--- src/rtl/swsfr_pkg.sv ---
// swsfr_pkg: word types, codes and reset values for the single-wire sensor frame reader
// no dependencies; used by single_wire_sensor_frame_reader
`timescale 1ns / 1ps

package swsfr_pkg;

    typedef struct packed {
        logic opcode;
        logic pin_level;
    } t_in_word;

    typedef struct packed {
        logic        power_enable;
        logic        done_res;
        logic [1:0]  status;
        logic [15:0] reading;
    } t_out_word;

    localparam logic       OP_TICK  = 1'b0;
    localparam logic       OP_START = 1'b1;

    localparam logic [1:0] ST_OK      = 2'd0;
    localparam logic [1:0] ST_PARITY  = 2'd1;
    localparam logic [1:0] ST_TIMEOUT = 2'd2;

    localparam int         CFG_ADDR_W = 1;
    localparam int         CFG_DATA_W = 16;
    localparam logic [CFG_ADDR_W-1:0] CFG_TIMEOUT_LIMIT = 1'd0;
    localparam logic [CFG_ADDR_W-1:0] CFG_SETTLE_TICKS  = 1'd1;

    localparam logic [15:0] TIMEOUT_LIMIT_RST = 16'd1000;
    localparam logic [7:0]  SETTLE_TICKS_RST  = 8'd5;

    localparam int          BYTE_SHIFT = 8;

endpackage

--- src/rtl/single_wire_sensor_frame_reader.sv ---
// single_wire_sensor_frame_reader: two-frame single-wire decoder, one sample word per ready cycle
// depends on swsfr_pkg (word types, status and opcode codes, config indexes)
//
//   channel   dir   handshake                 payload
//   in        in    i_in_valid / o_in_ready    i_in_word  (swsfr_pkg::t_in_word)
//   out       out   o_out_valid / i_out_ready  o_out_word (swsfr_pkg::t_out_word)
//   cfg       in    i_cfg_we                   i_cfg_addr, i_cfg_wdata
//
// one input word per cycle while o_in_ready; its result is registered in the output or skid entry
// decoder state advances through combinational logic between the input and the output register
// output register plus one skid entry: input keeps flowing while one result waits
// o_in_ready is low only while the skid entry is full
// reset is synchronous active low; config resets to timeout 1000, settle 5
`timescale 1ns / 1ps

module single_wire_sensor_frame_reader #(
    parameter int FRAME_BITS = 9
) (
    input  logic                                i_clk,
    input  logic                                i_rst_n,
    input  logic                                i_in_valid,
    output logic                                o_in_ready,
    input  swsfr_pkg::t_in_word                 i_in_word,
    output logic                                o_out_valid,
    input  logic                                i_out_ready,
    output swsfr_pkg::t_out_word                o_out_word,
    input  logic                                i_cfg_we,
    input  logic [swsfr_pkg::CFG_ADDR_W-1:0]    i_cfg_addr,
    input  logic [swsfr_pkg::CFG_DATA_W-1:0]    i_cfg_wdata
);

    localparam int BC_W = $clog2(FRAME_BITS + 1);

    localparam logic [2:0] PH_IDLE       = 3'd0;
    localparam logic [2:0] PH_SETTLE     = 3'd1;
    localparam logic [2:0] PH_FALL_START = 3'd2;
    localparam logic [2:0] PH_MEASURE    = 3'd3;
    localparam logic [2:0] PH_FALL_BIT   = 3'd4;
    localparam logic [2:0] PH_STROBE     = 3'd5;
    localparam logic [2:0] PH_RISE       = 3'd6;

    logic [15:0]           r_timeout_limit;
    logic [7:0]            r_settle_ticks;

    logic [2:0]            r_phase,      n_phase;
    logic                  r_frame,      n_frame;
    logic [BC_W-1:0]       r_bit_count,  n_bit_count;
    logic [15:0]           r_start_low,  n_start_low;
    logic [15:0]           r_wait,       n_wait;
    logic [15:0]           r_tmo_left,   n_tmo_left;
    logic [FRAME_BITS-1:0] r_frame0,     n_frame0;
    logic [FRAME_BITS-1:0] r_frame1,     n_frame1;

    logic                  r_out_valid;
    swsfr_pkg::t_out_word  r_out;
    logic                  r_skid_valid;
    swsfr_pkg::t_out_word  r_skid;

    swsfr_pkg::t_out_word  n_res;
    logic                  in_fire;
    logic                  out_free;
    logic                  spend;
    logic                  finish;
    logic [31:0]           packed_rd;

    assign in_fire     = i_in_valid && o_in_ready;
    assign o_in_ready  = !r_skid_valid;
    assign out_free    = !r_out_valid || i_out_ready;
    assign o_out_valid = r_out_valid;
    assign o_out_word  = r_out;

    always_comb begin
        n_phase     = r_phase;
        n_frame     = r_frame;
        n_bit_count = r_bit_count;
        n_start_low = r_start_low;
        n_wait      = r_wait;
        n_tmo_left  = r_tmo_left;
        n_frame0    = r_frame0;
        n_frame1    = r_frame1;
        n_res       = '0;
        spend       = 1'b0;
        finish      = 1'b0;
        packed_rd   = '0;

        if (i_in_word.opcode == swsfr_pkg::OP_START) begin
            n_phase     = PH_SETTLE;
            n_frame     = 1'b0;
            n_frame0    = '0;
            n_frame1    = '0;
            n_bit_count = '0;
            n_start_low = '0;
            n_tmo_left  = r_timeout_limit;
            n_wait      = {8'd0, r_settle_ticks};
        end else begin
            // zero-time transitions, in the order they can chain within one sample
            if (n_phase == PH_SETTLE && n_wait == '0) begin
                n_bit_count = '0;
                n_start_low = '0;
                n_tmo_left  = r_timeout_limit;
                n_phase     = PH_FALL_START;
            end
            if (n_phase == PH_FALL_START && !i_in_word.pin_level) begin
                n_phase = PH_MEASURE;
            end
            if (n_phase == PH_MEASURE && i_in_word.pin_level) begin
                n_phase = PH_FALL_BIT;
            end
            if (n_phase == PH_FALL_BIT && !i_in_word.pin_level) begin
                n_wait  = n_start_low;
                n_phase = PH_STROBE;
            end
            if (n_phase == PH_STROBE && n_wait == '0) begin
                if (!n_frame) begin
                    n_frame0 = {n_frame0[FRAME_BITS-2:0], i_in_word.pin_level};
                end else begin
                    n_frame1 = {n_frame1[FRAME_BITS-2:0], i_in_word.pin_level};
                end
                n_phase = PH_RISE;
            end
            if (n_phase == PH_RISE && i_in_word.pin_level) begin
                n_bit_count = n_bit_count + 1'b1;
                if (n_bit_count < BC_W'(FRAME_BITS)) begin
                    n_phase = PH_FALL_BIT;
                end else if (!n_frame) begin
                    n_frame     = 1'b1;
                    n_bit_count = '0;
                    n_start_low = '0;
                    n_wait      = '0;
                    n_tmo_left  = r_timeout_limit;
                    n_phase     = PH_FALL_START;
                end else begin
                    finish         = 1'b1;
                    n_res.done_res = 1'b1;
                    if ((^n_frame0) || (^n_frame1)) begin
                        n_res.status = swsfr_pkg::ST_PARITY;
                    end else begin
                        packed_rd = (32'(n_frame0 >> 1) << swsfr_pkg::BYTE_SHIFT)
                                  | 32'(n_frame1 >> 1);
                        n_res.reading = packed_rd[15:0];
                    end
                end
            end

            // waiting phase that consumes this sample
            if (!finish) begin
                unique case (n_phase)
                    PH_IDLE: begin
                    end
                    PH_SETTLE: begin
                        n_wait = n_wait - 1'b1;
                    end
                    PH_MEASURE: begin
                        if (n_start_low != '1) begin
                            n_start_low = n_start_low + 1'b1;
                        end
                        spend = 1'b1;
                    end
                    PH_STROBE: begin
                        n_wait = n_wait - 1'b1;
                        spend  = 1'b1;
                    end
                    PH_FALL_START, PH_FALL_BIT, PH_RISE: begin
                        spend = 1'b1;
                    end
                    default: begin
                        n_phase = PH_IDLE;
                    end
                endcase
            end

            if (spend) begin
                if (n_tmo_left <= 16'd1) begin
                    n_tmo_left     = '0;
                    n_res.done_res = 1'b1;
                    n_res.status   = swsfr_pkg::ST_TIMEOUT;
                end else begin
                    n_tmo_left = n_tmo_left - 1'b1;
                end
            end

            if (n_res.done_res) begin
                n_phase = PH_IDLE;
                if (n_res.status != swsfr_pkg::ST_OK) begin
                    n_res.reading = '0;
                end
            end
        end

        n_res.power_enable = (n_phase != PH_IDLE);
    end

    always_ff @(posedge i_clk) begin
        if (!i_rst_n) begin
            r_timeout_limit <= swsfr_pkg::TIMEOUT_LIMIT_RST;
            r_settle_ticks  <= swsfr_pkg::SETTLE_TICKS_RST;
        end else if (i_cfg_we) begin
            unique case (i_cfg_addr)
                swsfr_pkg::CFG_TIMEOUT_LIMIT: r_timeout_limit <= i_cfg_wdata;
                swsfr_pkg::CFG_SETTLE_TICKS:  r_settle_ticks  <= i_cfg_wdata[7:0];
                default: begin
                end
            endcase
        end
    end

    always_ff @(posedge i_clk) begin
        if (!i_rst_n) begin
            r_phase     <= PH_IDLE;
            r_frame     <= 1'b0;
            r_bit_count <= '0;
            r_start_low <= '0;
            r_wait      <= '0;
            r_tmo_left  <= '0;
            r_frame0    <= '0;
            r_frame1    <= '0;
        end else if (in_fire) begin
            r_phase     <= n_phase;
            r_frame     <= n_frame;
            r_bit_count <= n_bit_count;
            r_start_low <= n_start_low;
            r_wait      <= n_wait;
            r_tmo_left  <= n_tmo_left;
            r_frame0    <= n_frame0;
            r_frame1    <= n_frame1;
        end
    end

    always_ff @(posedge i_clk) begin
        if (!i_rst_n) begin
            r_out_valid  <= 1'b0;
            r_skid_valid <= 1'b0;
        end else if (out_free) begin
            if (r_skid_valid) begin
                r_out_valid  <= 1'b1;
                r_skid_valid <= 1'b0;
            end else begin
                r_out_valid  <= in_fire;
            end
        end else if (in_fire) begin
            r_skid_valid <= 1'b1;
        end
    end

    always_ff @(posedge i_clk) begin
        if (out_free) begin
            if (r_skid_valid) begin
                r_out <= r_skid;
            end else if (in_fire) begin
                r_out <= n_res;
            end
        end else if (in_fire) begin
            r_skid <= n_res;
        end
    end

`ifndef SYNTH
    a_skid_behind_out: assert property (@(posedge i_clk) disable iff (!i_rst_n)
        r_skid_valid |-> r_out_valid)
        else $error("skid entry full while output register empty");

    a_done_powers_off: assert property (@(posedge i_clk) disable iff (!i_rst_n)
        (o_out_valid && o_out_word.done_res) |-> !o_out_word.power_enable)
        else $error("read finished with supply still on");

    a_error_clears_reading: assert property (@(posedge i_clk) disable iff (!i_rst_n)
        (o_out_valid && o_out_word.status != swsfr_pkg::ST_OK)
            |-> (o_out_word.done_res && o_out_word.reading == '0))
        else $error("error word without done or with nonzero reading");

    a_start_enters_settle: assert property (@(posedge i_clk) disable iff (!i_rst_n)
        (in_fire && i_in_word.opcode == swsfr_pkg::OP_START) |=> (r_phase == PH_SETTLE))
        else $error("start word did not enter settle");

    a_idle_power_matches: assert property (@(posedge i_clk) disable iff (!i_rst_n)
        in_fire |=> ((r_skid_valid ? r_skid.power_enable : r_out.power_enable)
                     == (r_phase != PH_IDLE)))
        else $error("supply drive does not follow decoder phase");
`endif

endmodule
--- config.mk ---
export PLATFORM = sky130hd
export DESIGN_NAME = single_wire_sensor_frame_reader
export DESIGN_NICKNAME = d
export VERILOG_FILES = /design/src/rtl/swsfr_pkg.sv /design/src/rtl/single_wire_sensor_frame_reader.sv
export SDC_FILE = /design/constraint.sdc
export NUM_CORES = 1
export LEC_CHECK = 0
export BUFFER_PORTS_ARGS = -buffer_cell sky130_fd_sc_hd__buf_2
export CAP_MARGIN = 20
export CORE_MARGIN = 2
export CORE_UTILIZATION = 45
export DETAILED_ROUTE_END_ITERATION = 6
export GPL_TIMING_DRIVEN = 1
export HOLD_SLACK_MARGIN = 0.06
export PLACE_DENSITY = 0.68
export SLEW_MARGIN = 10
export SYNTH_ARGS = -nofsm -noshare
export SYNTH_HDL_FRONTEND = slang
export SYNTH_SLANG_ARGS = --single-unit
--- constraint.sdc ---
create_clock -name i_clk -period 5.5 [get_ports i_clk]
set_input_delay 0 -clock i_clk [delete_from_list [all_inputs] [get_ports i_clk]]
set_output_delay 0 -clock i_clk [all_outputs]
set_load 0.01 [all_outputs]
* Word level (Yosys, flattened, before mapping)
Cells that the tools add are included.
W data, S select, Z words.
** Word-level totals
- Flip-flop bits (word level) :: 140
- Input port bits :: 24
- Output and inout port bits :: 22
- Logic and storage cells :: 156
** Cells by class
- Add/subtract/negate cells :: 4
- Order comparisons :: 2
- Equality and inequality tests :: 14
- Multiplexer cells :: 82
- Bitwise operators :: 4
- Reduce and logical (&&, ||, !) cells :: 30
** Operator list (count)
- $mux W16 :: 29
- $mux W19 :: 4
- $mux W9 :: 8
- $mux W3 :: 21
- $mux W20 :: 2
- $logic_not A16 Y1 :: 2
- $sub A16 B1 Y16 const B :: 2
- $mux W4 :: 6
- $eq A3 B3 Y1 const B :: 6
- $reduce_xor A9 Y1 :: 2
- $add A16 B1 Y16 const B :: 1
- $le A16 B1 Y1 const B :: 1
- $ne A16 B16 Y1 const B :: 1
- $or A16 B8 Y16 :: 1
- $eq A3 B2 Y1 const B :: 4
- $mux W1 :: 12
- $reduce_and A2 Y1 :: 4
- $logic_and A1 B1 Y1 :: 7
- $reduce_or A7 Y1 :: 1
- $eq A3 B1 Y1 const B :: 2
- $reduce_bool A2 Y1 :: 3
- $reduce_or A5 Y1 :: 1
- $add A4 B1 Y4 const B :: 1
- $lt A4 B4 Y1 const B :: 1
- 8 further kinds :: 14

* Logic depth before layout (Yosys ltp)
Gate-level depths: netlist of run 1.
- Word-level depth :: 37
- Depth in mapped cells :: 23
- Depth with buffers taken out :: 20

* Worst setup path before layout of run 1
OpenSTA, ideal clock, no wires.
- Path kind :: flip-flop to flip-flop
- From :: reg r_wait[9]
- To :: reg r_out, in the netlist o_out_word[19], data pin
- Library setup time :: 0.263 ns
- Arrival :: 4.717 ns
- Required time :: 5.237 ns
- Setup slack :: 0.521 ns
- Cell stages (with the launch flop) :: 20
- Path buffers :: 1
- Clock period less this slack :: 4.979 ns
- Path through :: dfxtp_1 or4_1 nor4_2 nand2_1 and2_1 ha_1 nor2b_1 a221oi_1 nor3_1 a21oi_2 buf_2 mux2i_1 ha_1 nor2_1 or4_1 or3_1 mux2i_1 nor2_1 mux2i_1 a2bb2oi_1
** Between the ends
- Cells in the longest elaborated chain, start to end :: 36
- Elaborated cells between the ends (all ways) :: 67
- Classes of those cells :: add/sub (1); order compare (2); eq/ne (11); mux (41); reduce/logical (12)
** Ends and longest elaborated chain
- start: declaration :: line single_wire_sensor_frame_reader.sv:49 : logic [15:0] r_wait, n_wait;
- start signal: assignment :: line single_wire_sensor_frame_reader.sv:222 : r_wait <= n_wait;
- parallel branches: the longest is 31 deep, another holds $logic_not A16 Y1
- $mux W3 * :: line single_wire_sensor_frame_reader.sv:182 : if (n_res.done_res) begin
- $mux W3 * :: line single_wire_sensor_frame_reader.sv:86 : if (i_in_word.opcode == swsfr_pkg::OP_START) begin
- $reduce_bool A3 Y1 * :: line single_wire_sensor_frame_reader.sv:190 : n_res.power_enable = (n_phase != PH_IDLE);
- $mux W20 * :: line single_wire_sensor_frame_reader.sv:249 : end else if (in_fire) begin
- $mux W20 * :: line single_wire_sensor_frame_reader.sv:247 : if (r_skid_valid) begin
- end signal: assignment :: line single_wire_sensor_frame_reader.sv:248 : r_out <= r_skid;
- end signal: assignment :: line single_wire_sensor_frame_reader.sv:250 : r_out <= n_res;
- end: declaration :: line single_wire_sensor_frame_reader.sv:55 : swsfr_pkg::t_out_word r_out;
Every way passes the cells marked *. The select of a mux whose other input is x is not followed.
A chain may end at the register's enable or synchronous reset.

* Worst setup path after layout of run 1
- From :: reg r_wait[9]
- To :: reg r_tmo_left[15]
** Between the ends
- Cells in the longest elaborated chain, start to end :: 31
- Elaborated cells between the ends (all ways) :: 56
- Classes of those cells :: add/sub (2); order compare (2); eq/ne (10); mux (33); reduce/logical (9)
** Ends and longest elaborated chain
- parallel branches: the longest is 29 deep, another holds $logic_not A16 Y1
- $mux W16 * :: line single_wire_sensor_frame_reader.sv:172 : if (spend) begin
- $mux W16 * :: line single_wire_sensor_frame_reader.sv:86
- end signal: assignment :: line single_wire_sensor_frame_reader.sv:223 : r_tmo_left <= n_tmo_left;
- end: declaration :: line single_wire_sensor_frame_reader.sv:50 : logic [15:0] r_tmo_left, n_tmo_left;
Marks and branches as above.

==> impl_metrics.prom, run 1 <==
# TYPE chip_impl_metric gauge
chip_impl_info{name="outcome",value="finished clean"} 1
chip_impl_metric{name="synth_cell_type_count",unit=""} 76
chip_impl_metric{name="synth_seq_cells",unit=""} 140
chip_impl_info{name="post_synth_main_area_contributors",value="sky130_fd_sc_hd__dfxtp_1, sky130_fd_sc_hd__edfxtp_1, sky130_fd_sc_hd__nand2_1, sky130_fd_sc_hd__mux2i_1, sky130_fd_sc_hd__nor2_1"} 1
chip_impl_metric{name="postSynthNetCount",unit=""} 1010
chip_impl_metric{name="setup_viol_count_final",unit=""} 0
chip_impl_metric{name="sw_frac_of_total",unit=""} 0.2839
chip_impl_info{name="hold_startpoint",value="i_cfg_we"} 1
chip_impl_metric{name="ctsLongestPathBuffers",unit=""} 2
chip_impl_metric{name="critPathArrivalTime",unit="ps"} 5410
chip_impl_info{name="critical_path.reg2reg.startpoint",value="r_wait[9]"} 1
chip_impl_metric{name="post_dp_cell_area",unit="um^2"} 8473
chip_impl_metric{name="avgRoutedWirePerCell",unit="um"} 17.48
chip_impl_metric{name="maximum_number_of_pins_on_one_net_before_global_route_repair",unit=""} 71
chip_impl_metric{name="detail_route.iter0.violations",unit=""} 739
chip_impl_info{name="cts_tree",value="yes"} 1
chip_impl_metric{name="track_usage",unit=""} 0.2432
chip_impl_info{name="start_kind",value="register"} 1
chip_impl_metric{name="fillers",unit=""} 1639
chip_impl_metric{name="met1_layer_usage_reported_by_global_route",unit=""} 0.3221
chip_impl_metric{name="relSlewSlack",unit=""} 0.2687
chip_impl_metric{name="placed_cells_incl_taps",unit=""} 1208
chip_impl_metric{name="io_pins",unit=""} 46
chip_impl_metric{name="cts.htree.levels",unit=""} 4
chip_impl_metric{name="combinational_power_share",unit=""} 0.141
chip_impl_metric{name="post-route-cell-area",unit="um^2"} 9385
chip_impl_info{name="worstSetupPathType",value="reg -> reg"} 1
chip_impl_metric{name="core-area",unit="um^2"} 17420
chip_impl_metric{name="buffer_ports.inserted",unit=""} 45
chip_impl_metric{name="dpl.hpwl",unit="um"} 14940
chip_impl_metric{name="routed_wirelength",unit="um"} 22180
chip_impl_metric{name="post_synthesis_cell_area",unit="um^2"} 8069
chip_impl_metric{name="skew",unit="ps"} 8.044
chip_impl_metric{name="cp_data_required_time",unit="ps"} 5810
chip_impl_metric{name="maxCapViolCount",unit=""} 0
chip_impl_metric{name="pwr_density_cell",unit="nW/um^2"} 287.1
chip_impl_info{name="cells_traversed_along_the_worst_timing_path",value="or4_1 > nor4_4 > nand2_1 > and2_1 > ha_1 > nor2b_1 > a221oi_1 > nor3_2 > a21oi_4 > mux2i_1 > ha_1 > nor2_1 > or4_1 > nor3_1 > and3_1 > a21oi_1 > a21oi_2 > nor2_2 > a311o_1"} 1
chip_impl_metric{name="critPathBufInv",unit=""} 0
chip_impl_info{name="clk_tree_root_cell",value="sky130_fd_sc_hd__clkbuf_16"} 1
chip_impl_metric{name="fmaxAchievable",unit="MHz"} 196.3
chip_impl_metric{name="global_route_wire_length_before_repair",unit="um"} 36180
chip_impl_metric{name="async_flop_share",unit=""} 0
chip_impl_info{name="critPathCaptureType",value="register"} 1
chip_impl_metric{name="path_max_fanout",unit=""} 13
chip_impl_metric{name="layoutNonFillerInstCount",unit=""} 1269
chip_impl_info{name="synth.most_common_cell",value="sky130_fd_sc_hd__nand2_1"} 1
chip_impl_metric{name="num_antenna_cells",unit=""} 0
chip_impl_metric{name="number_of_global_route_vias_before_repair",unit=""} 7088
chip_impl_metric{name="use_met3",unit=""} 0.04642
chip_impl_info{name="ys_top_cells_by_count",value="sky130_fd_sc_hd__nand2_1, sky130_fd_sc_hd__nor2_1, sky130_fd_sc_hd__dfxtp_1"} 1
chip_impl_metric{name="worst-slew-pin-transition",unit="ps"} 1095
chip_impl_metric{name="synth_edf_count",unit=""} 40
chip_impl_info{name="critical_path.slowest_cell",value="sky130_fd_sc_hd__or4_1"} 1
chip_impl_metric{name="drt-pass1-iter-count",unit=""} 7
chip_impl_info{name="grt_setup_unrepaired",value="false"} 1
chip_impl_metric{name="ys_seq_area_frac",unit=""} 0.3970
chip_impl_metric{name="share_clk_of_total_power",unit=""} 0.439
chip_impl_metric{name="area.growth.synth_to_final",unit="%"} 16.31
chip_impl_metric{name="final_antenna_net_count",unit=""} 0
chip_impl_metric{name="syn_avg_cell_area",unit="um^2"} 8.225
chip_impl_metric{name="die_area",unit="um^2"} 19020
chip_impl_metric{name="hold_ws",unit="ps"} 64.79
chip_impl_metric{name="initial_antenna_violation_count",unit=""} 0
chip_impl_metric{name="pre_cts_slack",unit="ps"} -11.59
chip_impl_metric{name="route.detailed.vias_per_inst",unit=""} 5.957
chip_impl_metric{name="grt_overflow",unit=""} 0
chip_impl_info{name="post-synth-top-area-cell",value="sky130_fd_sc_hd__dfxtp_1"} 1
chip_impl_info{name="busiest_layer_in_global_routing",value="met2"} 1
chip_impl_metric{name="finalHoldViolCount",unit=""} 0
chip_impl_metric{name="crit_path_max_incr_delay",unit="ps"} 570
chip_impl_metric{name="worst_slack",unit="ps"} 405.8
chip_impl_metric{name="syn_inst",unit=""} 981
chip_impl_metric{name="groute.layer.met2.usage",unit=""} 0.3936
chip_impl_metric{name="yosys.area.top_type_share",unit=""} 0.2481
chip_impl_metric{name="power.switching",unit="mW"} 0.7649
chip_impl_metric{name="ir_drop",unit="uV"} 230.8
chip_impl_metric{name="clock_sinks",unit=""} 140
chip_impl_info{name="min-delay-path-class",value="in -> reg"} 1
chip_impl_metric{name="finish.net_count",unit=""} 1060
chip_impl_metric{name="chipHeight",unit="um"} 137.9
chip_impl_metric{name="start_util",unit=""} 0.4633
chip_impl_metric{name="cts_inserted_buffers",unit=""} 17
chip_impl_metric{name="die_width",unit="um"} 137.9
chip_impl_metric{name="num_rows",unit=""} 48
chip_impl_metric{name="place_congestion",unit=""} 0.9683
chip_impl_metric{name="pwr-share-seq",unit=""} 0.420
chip_impl_metric{name="route.vias.total",unit=""} 7559
chip_impl_info{name="synth_top_flop_cell",value="sky130_fd_sc_hd__dfxtp_1"} 1
chip_impl_metric{name="yosys_warnings",unit=""} 0
chip_impl_metric{name="power.static_leakage",unit="nW"} 3.614
chip_impl_metric{name="p_int",unit="mW"} 1.929
chip_impl_metric{name="clkTransAtPathRegs",unit="ps"} 60
chip_impl_metric{name="drc_violation_count_after_routing",unit=""} 0
chip_impl_metric{name="final.period_utilization",unit=""} 0.9262
chip_impl_metric{name="insertion_delay",unit="ps"} 430
chip_impl_info{name="critical-path-top-delay-family",value="simple AND/OR/NAND/NOR gates"} 1
chip_impl_metric{name="post_route_minimum_period",unit="ps"} 5094
chip_impl_metric{name="layout-drive-gt1-share",unit=""} 0.1216
chip_impl_metric{name="finalMaxSlewViolations",unit=""} 0
chip_impl_info{name="critPathLaunch",value="r_wait[9]"} 1
==> tightest hold or removal path: stages <==
cell and delay (ps):
sky130_fd_sc_hd__buf_2 100, sky130_fd_sc_hd__nand2_1 180, sky130_fd_sc_hd__nand2_1 120, sky130_fd_sc_hd__a21oi_1 50
==> layout by cell type (no fill, tap or decap), types with 8 or more instances in the layout <==
cell type / count
sky130_fd_sc_hd__edfxtp_1: 40
sky130_fd_sc_hd__dfxtp_1: 100
sky130_fd_sc_hd__nand2_1: 157
sky130_fd_sc_hd__nor3_1: 26
sky130_fd_sc_hd__nor4_1: 9
sky130_fd_sc_hd__dlygate4sd3_1: 29
sky130_fd_sc_hd__a21oi_1: 72
sky130_fd_sc_hd__nand3_1: 40
sky130_fd_sc_hd__or3_1: 11
sky130_fd_sc_hd__a211oi_1: 8
sky130_fd_sc_hd__nor2_1: 108
sky130_fd_sc_hd__clkbuf_16: 17
sky130_fd_sc_hd__a21o_1: 9
sky130_fd_sc_hd__a22oi_1: 20
sky130_fd_sc_hd__inv_1: 12
sky130_fd_sc_hd__o21ai_0: 41
sky130_fd_sc_hd__buf_2: 45
sky130_fd_sc_hd__mux2i_1: 47
sky130_fd_sc_hd__a31oi_1: 9
sky130_fd_sc_hd__and2_1: 14
sky130_fd_sc_hd__o31ai_1: 21
sky130_fd_sc_hd__and3_1: 17
sky130_fd_sc_hd__xnor2_1: 33
sky130_fd_sc_hd__xor2_1: 8
sky130_fd_sc_hd__buf_4: 20
==> registers in the layout, summed over array words and instances (netlist names) <==
register	count
r_start_low	16
o_out_valid	1
r_tmo_left	16
r_phase	3
r_wait	16
r_skid	20
r_frame	1
r_timeout_limit	16
r_settle_ticks	8
r_skid_valid	1
o_out_word	20
r_frame0	9
r_bit_count	4
r_frame1	9
==> layer usage <==
| layer | wire (um) | part of all wire | vias to the layer above |
|---|---|---|---|
| met2 | 10270 | 0.46 | 296 |
| li1 | - | - | 3648 |
| met1 | 9994 | 0.45 | 3569 |
| met5 | 0 | 0 | - |
| met3 | 1442 | 0.065 | 46 |
| met4 | 465 | 0.021 | 0 |
==> power groups by stage <==
| stage | clock network [mW] | logic (mW) | registers (mW) |
|---|---|---|---|
| after floorplan | 0 | 0.259 | 1.15 |
| after global placement | 0 | 0.351 | 1.15 |
| after detailed placement | 0 | 0.355 | 1.15 |
| after CTS | 1.20 | 0.373 | 1.13 |
| after global routing | 1.24 | 0.418 | 1.14 |
| final | 1.18 | 0.380 | 1.13 |
==> logic make-up after synthesis <==
group | after synthesis | share of synthesized area
adders and majority gates | 5 | 0.007753
buffers and inverters | 77 | 0.04001
AOI/OAI and AO/OA | 242 | 0.2034
DFF | 140 | 0.3970
muxes | 49 | 0.06109
and+or+nand+nor | 427 | 0.2462
xor gates and xnor gates | 41 | 0.04450
==> layout make-up <==
type	count	area (um^2)	area share
clock buffers	17	425.4	0.04533
clock inverters	15	180.2	0.01920
inverters	13	48.80	0.005199
multi-input cells	764	4569	0.4869
flip-flops and latches	140	3203	0.3413
well taps	225	281.5	0.03000
repair buffers	95	676.9	0.07212
==> path summary, 6_finish.rpt <==
kind                                           to  slack [ps]  depth (start not counted)
worst max-delay path               r_tmo_left[15]         410                         19
worst max register to register     r_tmo_left[15]         410                         19
worst min-delay path            r_settle_ticks[4]          60                          4
worst min register to register  r_settle_ticks[1]         470                          2
==> repair_timing <==
action / in CTS / in global routing
hold buffers: 29 / 0
setup buffers: 0 / 0
setup endpoints to repair: 6 / 29
hold endpoints to repair: 29 / 0
resized for setup: 1 / 2
pin swaps: 0 / 0
==> per-stage QoR <==
stage,TNS (ps),power [mW],utilization
5_1_grt,0,2.793,0.5389
4_1_cts,0,2.703,0.5381
3_3_place_gp,0,1.503,0.4858
2_1_floorplan,0,1.405,-
3_5_place_dp,-27.83,1.508,0.4865
6_report,0,2.694,0.5389
(Power assumes the default switching activity.)
==> run 2: changes to the inputs <==
--- a/config.mk
+++ b/config.mk
@@ -8,11 +8,11 @@
 export BUFFER_PORTS_ARGS = -buffer_cell sky130_fd_sc_hd__buf_2
 export CAP_MARGIN = 20
 export CORE_MARGIN = 2
-export CORE_UTILIZATION = 45
+export CORE_UTILIZATION = 60
 export DETAILED_ROUTE_END_ITERATION = 6
-export GPL_TIMING_DRIVEN = 1
+export GPL_TIMING_DRIVEN = 0
 export HOLD_SLACK_MARGIN = 0.06
-export PLACE_DENSITY = 0.68
+export PLACE_DENSITY = 0.85
 export SLEW_MARGIN = 10
 export SYNTH_ARGS = -nofsm -noshare
 export SYNTH_HDL_FRONTEND = slang
==> impl_metrics.prom, run 2 (synthesis gave the netlist of run 1 again) <==
# TYPE chip_impl_metric gauge
chip_impl_info{name="outcome",value="finished with violations"} 1
chip_impl_info{name="violations",value="DRC"} 1
chip_impl_info{name="worstSetupPathType",value="reg -> reg"} 1
chip_impl_metric{name="die_area",unit="um^2"} 14390
chip_impl_metric{name="dpl.hpwl",unit="um"} 16430
chip_impl_metric{name="drc_violation_count_after_routing",unit=""} 1
chip_impl_metric{name="cts.htree.levels",unit=""} 4
chip_impl_metric{name="setup_viol_count_final",unit=""} 0
chip_impl_metric{name="worst-slew-pin-transition",unit="ps"} 1117
chip_impl_metric{name="die_width",unit="um"} 120.0
chip_impl_metric{name="fmaxAchievable",unit="MHz"} 190.0
chip_impl_metric{name="combinational_power_share",unit=""} 0.150
chip_impl_metric{name="clock_sinks",unit=""} 140
chip_impl_metric{name="final_antenna_net_count",unit=""} 0
chip_impl_metric{name="worst_slack",unit="ps"} 238.1
chip_impl_metric{name="maxCapViolCount",unit=""} 0
chip_impl_metric{name="number_of_global_route_vias_before_repair",unit=""} 7623
chip_impl_metric{name="finalHoldViolCount",unit=""} 0
chip_impl_metric{name="skew",unit="ps"} 10.74
chip_impl_metric{name="insertion_delay",unit="ps"} 430
chip_impl_info{name="layout.cells.most_common_list",value="sky130_fd_sc_hd__nand2_1, sky130_fd_sc_hd__nor2_1, sky130_fd_sc_hd__dfxtp_1"} 1
chip_impl_metric{name="final.period_utilization",unit=""} 0.9567
chip_impl_metric{name="track_usage",unit=""} 0.3376
chip_impl_metric{name="power.static_leakage",unit="nW"} 3.610
chip_impl_info{name="min-delay-path-class",value="in -> reg"} 1
chip_impl_metric{name="route.vias.total",unit=""} 8171
chip_impl_metric{name="ir_drop",unit="uV"} 186.2
chip_impl_metric{name="start_util",unit=""} 0.6117
chip_impl_info{name="leading_cell_type_in_the_layout_fill_and_taps_excluded",value="sky130_fd_sc_hd__nand2_1"} 1
chip_impl_info{name="cts_tree",value="yes"} 1
chip_impl_metric{name="global_route_wire_length_before_repair",unit="um"} 38400
chip_impl_metric{name="core-area",unit="um^2"} 13190
chip_impl_metric{name="drt-pass1-iter-count",unit=""} 7
chip_impl_metric{name="finalMaxSlewViolations",unit=""} 0
chip_impl_metric{name="detail_route.iter0.violations",unit=""} 1025
chip_impl_metric{name="cp_data_required_time",unit="ps"} 5660
chip_impl_metric{name="area.growth.synth_to_final",unit="%"} 17.07
chip_impl_metric{name="pre_cts_slack",unit="ps"} -733.6
chip_impl_metric{name="avgRoutedWirePerCell",unit="um"} 19.27
chip_impl_metric{name="path_max_fanout",unit=""} 10
chip_impl_metric{name="maximum_number_of_pins_on_one_net_before_global_route_repair",unit=""} 21
chip_impl_metric{name="place_congestion",unit=""} 0.9545
chip_impl_metric{name="sw_frac_of_total",unit=""} 0.2752
chip_impl_metric{name="p_int",unit="mW"} 1.964
chip_impl_metric{name="final-seq-area",unit="um^2"} 3203
chip_impl_metric{name="initial_antenna_violation_count",unit=""} 0
chip_impl_metric{name="layout-drive-gt1-share",unit=""} 0.1162
chip_impl_metric{name="clkTransAtPathRegs",unit="ps"} 60
chip_impl_info{name="start_kind",value="register"} 1
chip_impl_metric{name="finish.net_count",unit=""} 1100
chip_impl_metric{name="cts_inserted_buffers",unit=""} 17
chip_impl_metric{name="buffer_ports.inserted",unit=""} 44
chip_impl_metric{name="num_rows",unit=""} 42
chip_impl_metric{name="relSlewSlack",unit=""} 0.2477
chip_impl_metric{name="routed_wirelength",unit="um"} 24280
chip_impl_metric{name="grt_overflow",unit=""} 0
chip_impl_metric{name="multi_input_area",unit="um^2"} 4608
chip_impl_metric{name="power.switching",unit="mW"} 0.7456
chip_impl_metric{name="hold_ws",unit="ps"} 96.63
chip_impl_metric{name="pwr_density_cell",unit="nW/um^2"} 286.8
chip_impl_metric{name="route.detailed.vias_per_inst",unit=""} 6.485
chip_impl_metric{name="critPathArrivalTime",unit="ps"} 5430
chip_impl_metric{name="num_antenna_cells",unit=""} 0
chip_impl_metric{name="utilization",unit=""} 0.7162
chip_impl_metric{name="io_pins",unit=""} 46
chip_impl_metric{name="pwr-share-seq",unit=""} 0.417
chip_impl_metric{name="ctsLongestPathBuffers",unit=""} 2
chip_impl_info{name="clk_tree_root_cell",value="sky130_fd_sc_hd__clkbuf_16"} 1
chip_impl_metric{name="fillers",unit=""} 988
chip_impl_info{name="critPathCaptureType",value="register"} 1
chip_impl_metric{name="share_clk_of_total_power",unit=""} 0.433
chip_impl_metric{name="chipHeight",unit="um"} 120.0
chip_impl_metric{name="post_route_minimum_period",unit="ps"} 5262
## run 2: changes by cell type in the layout (fill, tap and decap cells not counted), sizes merged
cell         previous run  this run
clkbuf                 17        68
dlygate4sd3            29        24
inv                    21        16
buf                    66        62
clkinvlp                2         4
bufinv                  2         3
## run 2: per-stage QoR
stage	area, um^2	TNS, ps	cells	total power, mW
2_1_floorplan	8069	0	981	1.405
3_3_place_gp	8509	-15460	1201	1.507
3_5_place_dp	8527	-18390	1202	1.514
4_1_cts	9402	0	1259	2.688
5_1_grt	9447	-9.715	1260	2.788
6_report	9447	0	1260	2.709
## run 2: path summary, 6_finish.rpt
check	startpoint	end	slack [ps]	depth (start not counted)
max reg2reg	r_wait[9]	o_out_word[19]	240	19
min reg2reg	r_wait[10]	r_wait[10]	460	2
min	i_rst_n	r_tmo_left[15]	100	4
max	r_wait[9]	o_out_word[19]	240	19
## run 2: repair_timing
action	4_1_cts	5_1_grt
setup endpoints to repair	41	33
setup buffers	1	1
endpoints found under the hold margin	26	0
resized for setup	5	9
hold buffers	24	0
pin swaps	1	2
## run 2: worst max-delay path: stages, from the launching register on
cell                        delay (ps)
sky130_fd_sc_hd__dfxtp_1           320
sky130_fd_sc_hd__or4_1             590
sky130_fd_sc_hd__nor4_4            390
sky130_fd_sc_hd__nand2_2           220
sky130_fd_sc_hd__and2_1            240
sky130_fd_sc_hd__ha_1              200
sky130_fd_sc_hd__nor2b_1           110
sky130_fd_sc_hd__a221oi_1          120
sky130_fd_sc_hd__nor3_2            250
sky130_fd_sc_hd__a21oi_4           160
sky130_fd_sc_hd__buf_2             270
sky130_fd_sc_hd__mux2i_1           290
sky130_fd_sc_hd__ha_1              230
sky130_fd_sc_hd__nor2_1             70
sky130_fd_sc_hd__or4_1             410
sky130_fd_sc_hd__or3_1             360
sky130_fd_sc_hd__mux2i_4           280
sky130_fd_sc_hd__nor2_1            150
sky130_fd_sc_hd__mux2i_1           230
sky130_fd_sc_hd__a2bb2oi_1         120
## run 2: power groups by stage
stage | sequential (mW) | clock (mW) | combinational, mW
3_5_place_dp | 1.15 | 0 | 0.365
4_1_cts | 1.13 | 1.18 | 0.383
5_1_grt | 1.13 | 1.22 | 0.435
6_report | 1.13 | 1.17 | 0.406
3_3_place_gp | 1.15 | 0 | 0.359
2_1_floorplan | 1.15 | 0 | 0.259
## run 2: final cells by class
type,count,share of cell area
inverters,13,0.005166
flip-flops and latches,140,0.3391
clock inverters,13,0.01762
clock buffers,19,0.04583
repair buffers,71,0.05192
multi-input cells,764,0.4878
well taps,176,0.02331
plain buffers,64,0.02927
## run 2: routing by layer
layer,global-route usage,wire length [um],share of wire
met1,0.4260,9332,0.38
met2,0.5334,11280,0.46
met3,0.07272,2527,0.10
met4,0.1956,1144,0.047
met5,0,0,0
